$ cat src/rtl/espsc_pkg.sv
// ----------------------------------------------------------------------------
// espsc_pkg
// Shared types and constants of the escape histogram spread scorer.
// ----------------------------------------------------------------------------
package espsc_pkg;

  localparam int unsigned FRAC_BITS = 16;
  localparam int unsigned SCORE_BITS = 24;
  localparam logic [SCORE_BITS-1:0] SCORE_MAX = 24'hFFFFFF;
  localparam logic [7:0] MV_CAP = 8'd255;

  localparam logic CMD_PIXEL = 1'b0;
  localparam logic CMD_FINISH = 1'b1;

  typedef enum logic [3:0] {
    ST_CLEAR,
    ST_IDLE,
    ST_DRAIN,
    ST_BG_SWEEP,
    ST_BG_ZERO,
    ST_REM,
    ST_WALK_SWEEP,
    ST_WALK_DECIDE,
    ST_QUOT_DIV,
    ST_LHS,
    ST_VCALC,
    ST_MUL_START,
    ST_MUL,
    ST_SCORE_DIV,
    ST_OUT
  } ctrl_state_e;

  typedef enum logic [1:0] {
    OP_QUOT,
    OP_MUL,
    OP_SCORE
  } arith_op_e;

  typedef struct packed {
    logic      clr_start;
    logic      fin_init;
    logic      sweep_start;
    logic      sweep_first;
    logic      zero_best;
    logic      take_skip;
    logic      arith_start;
    arith_op_e arith_op;
    logic      load_stop;
    logic      walk_take;
    logic      load_q16;
    logic      calc_lhs;
    logic      calc_v;
    logic      out_load;
  } ctrl_cmd_t;

  typedef struct packed {
    logic clr_done;
    logic sweep_done;
    logic walk_stop;
    logic arith_done;
    logic out_full;
  } ctrl_status_t;

endpackage

$ cat src/rtl/espsc_ctrl.sv
// ----------------------------------------------------------------------------
// espsc_ctrl
// Sequencer for clearing, pixel intake and the multi-pass finish computation.
// ----------------------------------------------------------------------------
module espsc_ctrl (
  input  logic                    clk_i,
  input  logic                    rst_ni,
  input  logic                    in_acc_i,
  input  logic                    finish_i,
  input  espsc_pkg::ctrl_status_t st_i,
  output espsc_pkg::ctrl_cmd_t    cmd_o,
  output logic                    in_ready_o
);

  espsc_pkg::ctrl_state_e state_q, state_d;
  logic second_q, second_d;

  always_ff @(posedge clk_i or negedge rst_ni) begin
    if (!rst_ni) begin
      state_q  <= espsc_pkg::ST_CLEAR;
      second_q <= 1'b0;
    end else begin
      state_q  <= state_d;
      second_q <= second_d;
    end
  end

  always_comb begin
    cmd_o      = '0;
    state_d    = state_q;
    second_d   = second_q;
    in_ready_o = 1'b0;
    case (state_q)
      espsc_pkg::ST_CLEAR: begin
        if (st_i.clr_done) state_d = espsc_pkg::ST_IDLE;
      end
      espsc_pkg::ST_IDLE: begin
        in_ready_o = 1'b1;
        if (in_acc_i && finish_i) begin
          cmd_o.fin_init = 1'b1;
          state_d        = espsc_pkg::ST_DRAIN;
        end
      end
      espsc_pkg::ST_DRAIN: begin
        cmd_o.sweep_start = 1'b1;
        cmd_o.sweep_first = 1'b1;
        second_d          = 1'b0;
        state_d           = espsc_pkg::ST_BG_SWEEP;
      end
      espsc_pkg::ST_BG_SWEEP: begin
        if (st_i.sweep_done) state_d = espsc_pkg::ST_BG_ZERO;
      end
      espsc_pkg::ST_BG_ZERO: begin
        cmd_o.zero_best = 1'b1;
        cmd_o.take_skip = 1'b1;
        if (!second_q) begin
          second_d          = 1'b1;
          cmd_o.sweep_start = 1'b1;
          state_d           = espsc_pkg::ST_BG_SWEEP;
        end else begin
          state_d = espsc_pkg::ST_REM;
        end
      end
      espsc_pkg::ST_REM: begin
        cmd_o.load_stop   = 1'b1;
        cmd_o.sweep_start = 1'b1;
        state_d           = espsc_pkg::ST_WALK_SWEEP;
      end
      espsc_pkg::ST_WALK_SWEEP: begin
        if (st_i.sweep_done) state_d = espsc_pkg::ST_WALK_DECIDE;
      end
      espsc_pkg::ST_WALK_DECIDE: begin
        if (st_i.walk_stop) begin
          cmd_o.arith_start = 1'b1;
          cmd_o.arith_op    = espsc_pkg::OP_QUOT;
          state_d           = espsc_pkg::ST_QUOT_DIV;
        end else begin
          cmd_o.walk_take   = 1'b1;
          cmd_o.zero_best   = 1'b1;
          cmd_o.sweep_start = 1'b1;
          state_d           = espsc_pkg::ST_WALK_SWEEP;
        end
      end
      espsc_pkg::ST_QUOT_DIV: begin
        cmd_o.arith_op = espsc_pkg::OP_QUOT;
        if (st_i.arith_done) begin
          cmd_o.load_q16 = 1'b1;
          state_d        = espsc_pkg::ST_LHS;
        end
      end
      espsc_pkg::ST_LHS: begin
        cmd_o.calc_lhs = 1'b1;
        state_d        = espsc_pkg::ST_VCALC;
      end
      espsc_pkg::ST_VCALC: begin
        cmd_o.calc_v = 1'b1;
        state_d      = espsc_pkg::ST_MUL_START;
      end
      espsc_pkg::ST_MUL_START: begin
        cmd_o.arith_start = 1'b1;
        cmd_o.arith_op    = espsc_pkg::OP_MUL;
        state_d           = espsc_pkg::ST_MUL;
      end
      espsc_pkg::ST_MUL: begin
        cmd_o.arith_op = espsc_pkg::OP_SCORE;
        if (st_i.arith_done) begin
          cmd_o.arith_start = 1'b1;
          state_d           = espsc_pkg::ST_SCORE_DIV;
        end
      end
      espsc_pkg::ST_SCORE_DIV: begin
        cmd_o.arith_op = espsc_pkg::OP_SCORE;
        if (st_i.arith_done) state_d = espsc_pkg::ST_OUT;
      end
      espsc_pkg::ST_OUT: begin
        cmd_o.arith_op = espsc_pkg::OP_SCORE;
        if (!st_i.out_full) begin
          cmd_o.out_load  = 1'b1;
          cmd_o.clr_start = 1'b1;
          state_d         = espsc_pkg::ST_CLEAR;
        end
      end
      default: begin
        state_d = espsc_pkg::ST_CLEAR;
      end
    endcase
  end

endmodule

$ cat config.mk
export PLATFORM = sky130hd
export DESIGN_NAME = espsc_ctrl
export DESIGN_NICKNAME = d
export VERILOG_FILES = /design/src/rtl/espsc_pkg.sv /design/src/rtl/espsc_ctrl.sv
export SDC_FILE = /design/constraint.sdc
export NUM_CORES = 1
export LEC_CHECK = 0
export ABC_AREA = 1
export BUFFER_PORTS_ARGS = -buffer_cell sky130_fd_sc_hd__buf_2
export CORE_MARGIN = 2
export CORE_UTILIZATION = 47
export DETAILED_ROUTE_END_ITERATION = 8
export PLACE_DENSITY_LB_ADDON = 0.05
export SLEW_MARGIN = 15
export SYNTH_ARGS = -nofsm -noshare
export SYNTH_HDL_FRONTEND = slang
export SYNTH_SLANG_ARGS = --single-unit
$ cat constraint.sdc
create_clock -name clk_i -period 1.5 [get_ports clk_i]
set_input_delay 0.075 -clock clk_i [delete_from_list [all_inputs] [get_ports clk_i]]
set_output_delay 0.075 -clock clk_i [all_outputs]
set_load 0.01 [all_outputs]
==> results.txt <==
The run finished with clean final reports. The data arrival time of the critical path is 1400 ps. The power density over cell area is 2017 nW/um^2. The routed design has 1755 um of wire. The worst setup path is launched from a flip-flop. The die is 40.78 um wide.

The clock period minus final worst setup slack is 1473 ps. The detailed router put a total of 803 um of wire on met1. The distinct cell type count after synthesis is 19. The residual overflow from global routing came out at 0. For this run, the number of standard cells in the final layout without fillers is 159.

Leaving out fill and tap cells, the most frequent cells in the layout are 33 x sky130_fd_sc_hd__nand2_1, 24 x sky130_fd_sc_hd__buf_2, 12 x sky130_fd_sc_hd__nor2_1. The count of nets left with antenna violations after detail routing came out at 0. VDD sags by at most 1.243 mV.

The number of global-route vias before repair is 575. The maximum number of buffers from clock root to sink is 2. The worst hold slack across all endpoints is 195.1 ps. After the first detailed-routing iteration, the DRC count stood at 26. The setup slack of the worst register-to-register path came out at 100 ps. The via count of the routed design came out at 806. The synthesis warning total is 0. The biggest fanout along the worst timing path came out at 6. For the worst setup path, the data required time is 1420 ps. The insertion delay to the later sink of the worst-skew pair is 240 ps. The die outline area came out at 1663 um^2.

The final max-slew violation count came out at 0. The die is 40.78 um tall. The class of the most critical hold timing path is in2async. The worst setup path is captured at an output pin. The number of cells in the design after placement came out at 147. After detailed routing, the average wire length per cell comes to 11.04 um.

The first detailed-routing pass took 4 iterations. The final worst clock skew is 5.463 ps. Setup violations remaining at the end of the flow were counted as 0. The part of the Yosys area used for sequential elements came out at 0.1969. Synthesis handed over a netlist of 111 instances. The starting density of the core is 0.4946. Buffers inserted during clock tree synthesis total 3. The number of antenna violations at the first check in global routing was 0. Across the run, the number of max-cap violations was 0.

The number of failing hold endpoints at the final stage was 0. The first-pass GRT wire length is 2304 um. The leading cell type in the layout, fill and taps excluded is sky130_fd_sc_hd__nand2_1.

The share of the cycle needed by the critical path after routing came out at 0.9818. The critical path goes through inv_2 > nor2_4 > nand2_2 > nor2_4 > inv_2 > nand3b_1 > buf_2. For the pin with the worst max-slew slack, the measured transition is 218.4 ps. The highest attainable clock frequency came out at 0.6790 GHz.

The critical path in this run is classified as reg2out. The largest single stage delay on the critical path is 450 ps. The count of nets after finishing came out at 154. The slowest stage of the critical path belongs to the cell sky130_fd_sc_hd__dfrtp_2. The final antenna diode count came out at 0.

The pin count of the biggest net entering global routing is 9. Setup repair after global routing could not meet its margin everywhere. The share of total power dissipated in sequential elements is 0.207. In this run the cell area of the synthesized design comes to 635.6 um^2. The via-per-instance ratio came out at 5.069. Of the cells placed in the final design, the portion with a size suffix greater than 1 is 0.4444. After synthesis, the cell types taking the most area are sky130_fd_sc_hd__dfrtp_1 20%, sky130_fd_sc_hd__nand2_1 19%, sky130_fd_sc_hd__nor2_1 8.9%. The synthesized flop and latch total came out at 5.

Of the post-synthesis cell area, the dominant cell type holds 0.1969. After floorplanning, the core was sized to cover 1285 um^2. The clock network power share came out at 0.085.

The leakage power figure came out at 0.5292 nW. The most critical setup path has its startpoint at state_q[2]. The switching power summed over all nets is 0.9845 mW. Clock tree synthesis selected as its root buffer the cell sky130_fd_sc_hd__clkbuf_4. The clock edge transition at the registers on the reported setup and hold paths is 40 ps.

The design internal power came out at 0.8152 mW. The highest layer touched by signal routing is met3. The area added between synthesis and finish is 40.35%. The setup TNS is 0 ps. Detailed routing placed a total of 122 um of wire on met3. In the global route stage, overall resource usage came out at 0.2138. TritonCTS built the clock tree. The share of total power dissipated in combinational logic is 0.708. In this run the mean area of a mapped cell was 5.726 um^2. The residual DRC count came out at 0. The utilization of the core after routing is 0.6943. Summed over all nets, the half-perimeter wirelength after detailed placement is 1296 um. The startpoint identified for the worst register-to-register timing path is state_q[2].

The relative slew slack is 0.8544. In this run the number of H-tree levels came out at 1. In the detailed route, the total length drawn on met2 is 828 um. The I/O pin count is 25. The total nets after synthesis is 120. The count of buffers added on input and output ports is 24. The number of rows created at floorplan is 13.

The global placer's final weighted congestion is 0.8400. Clock tree synthesis found a total of 5 sinks. The proportion of total power due to net switching came out at 0.5471. The largest total area in the synthesized netlist belongs to sky130_fd_sc_hd__dfrtp_1.
## layer usage
| layer | vias to the layer above | GRT usage |
|---|---|---|
| li1 | 419 | - |
| met1 | 355 | 0.2664 |
| met4 | 0 | 0.01667 |
| met2 | 32 | 0.3611 |
| met3 | 0 | 0.08152 |
| met5 | - | 0 |
## kinds of logic after synthesis
family	synth area share
compound gates	0.06101
buf+inv	0.1358
simple gates	0.6063
flops	0.1969
## final timing paths
kind / end / depth (start not counted)
max in group asynchronous: state_q[3] / 2
worst min-delay path: state_q[2] / 2
worst max register to register: state_q[0] / 9
worst min register to register: second_q / 2
min in group clk_i: state_q[3] / 5
worst max-delay path: cmd_o[12] / 7
## timing repair
| action | CTS | global route |
|---|---|---|
| hold buffers | 1 | 0 |
| setup endpoints to repair | 4 | 11 |
| hold endpoints to repair | 5 | 0 |
| buffers inserted | 2 | 5 |
| resized for setup | 4 | 14 |
| pin swaps | 0 | 7 |
## cell type report
class                   instances  area, um^2
inverters                      16       62.56
flip-flops and latches          5       130.1
well taps                      15       18.77
multi-input cells              87       471.7
fillers                       114       392.9
repair buffers                 32       182.7
clock buffers                   4       26.28
## registers in the layout, summed over array words and instances, names as in the netlist
| register | cells |
|---|---|
| state_q | 4 |
| second_q | 1 |
## power groups by stage
stage	clock network, mW	registers (mW)	logic (mW)
floorplan	0	0.297	0.851
global placement	0	0.339	1.05
detailed placement	0	0.342	1.05
CTS	0.161	0.352	1.11
global route	0.179	0.386	1.43
finish	0.153	0.373	1.27
## stage by stage
| step | total power, mW | area [um^2] | setup slack [ps] |
|---|---|---|---|
| 6_report | 1.800 | 892.1 | 27.24 |
| 5_1_grt | 2.000 | 892.1 | -58.70 |
| 4_1_cts | 1.622 | 812.0 | 1.480 |
| 3_5_place_dp | 1.388 | 748.2 | 92.17 |
| 3_3_place_gp | 1.390 | 748.2 | 79.63 |
| 2_1_floorplan | 1.148 | 635.6 | 270.8 |
## critical path: cells and delay by family (launching register included)
| kind | cells | cell delay, ps |
|---|---|---|
| buffers and inverters | 3 | 240 |
| and+or+nand+nor | 4 | 440 |
| DFF | 1 | 450 |
## cell usage after synthesis, drive strengths merged
library cell / number
nor2: 24
dfrtp: 5
nand2: 38
a31oi: 1
o21ai: 4
buf: 3
nand3: 12
nand3b: 3
o211ai: 1
a21oi: 1
nor3: 3
inv: 16
(Power assumes the default switching activity.)
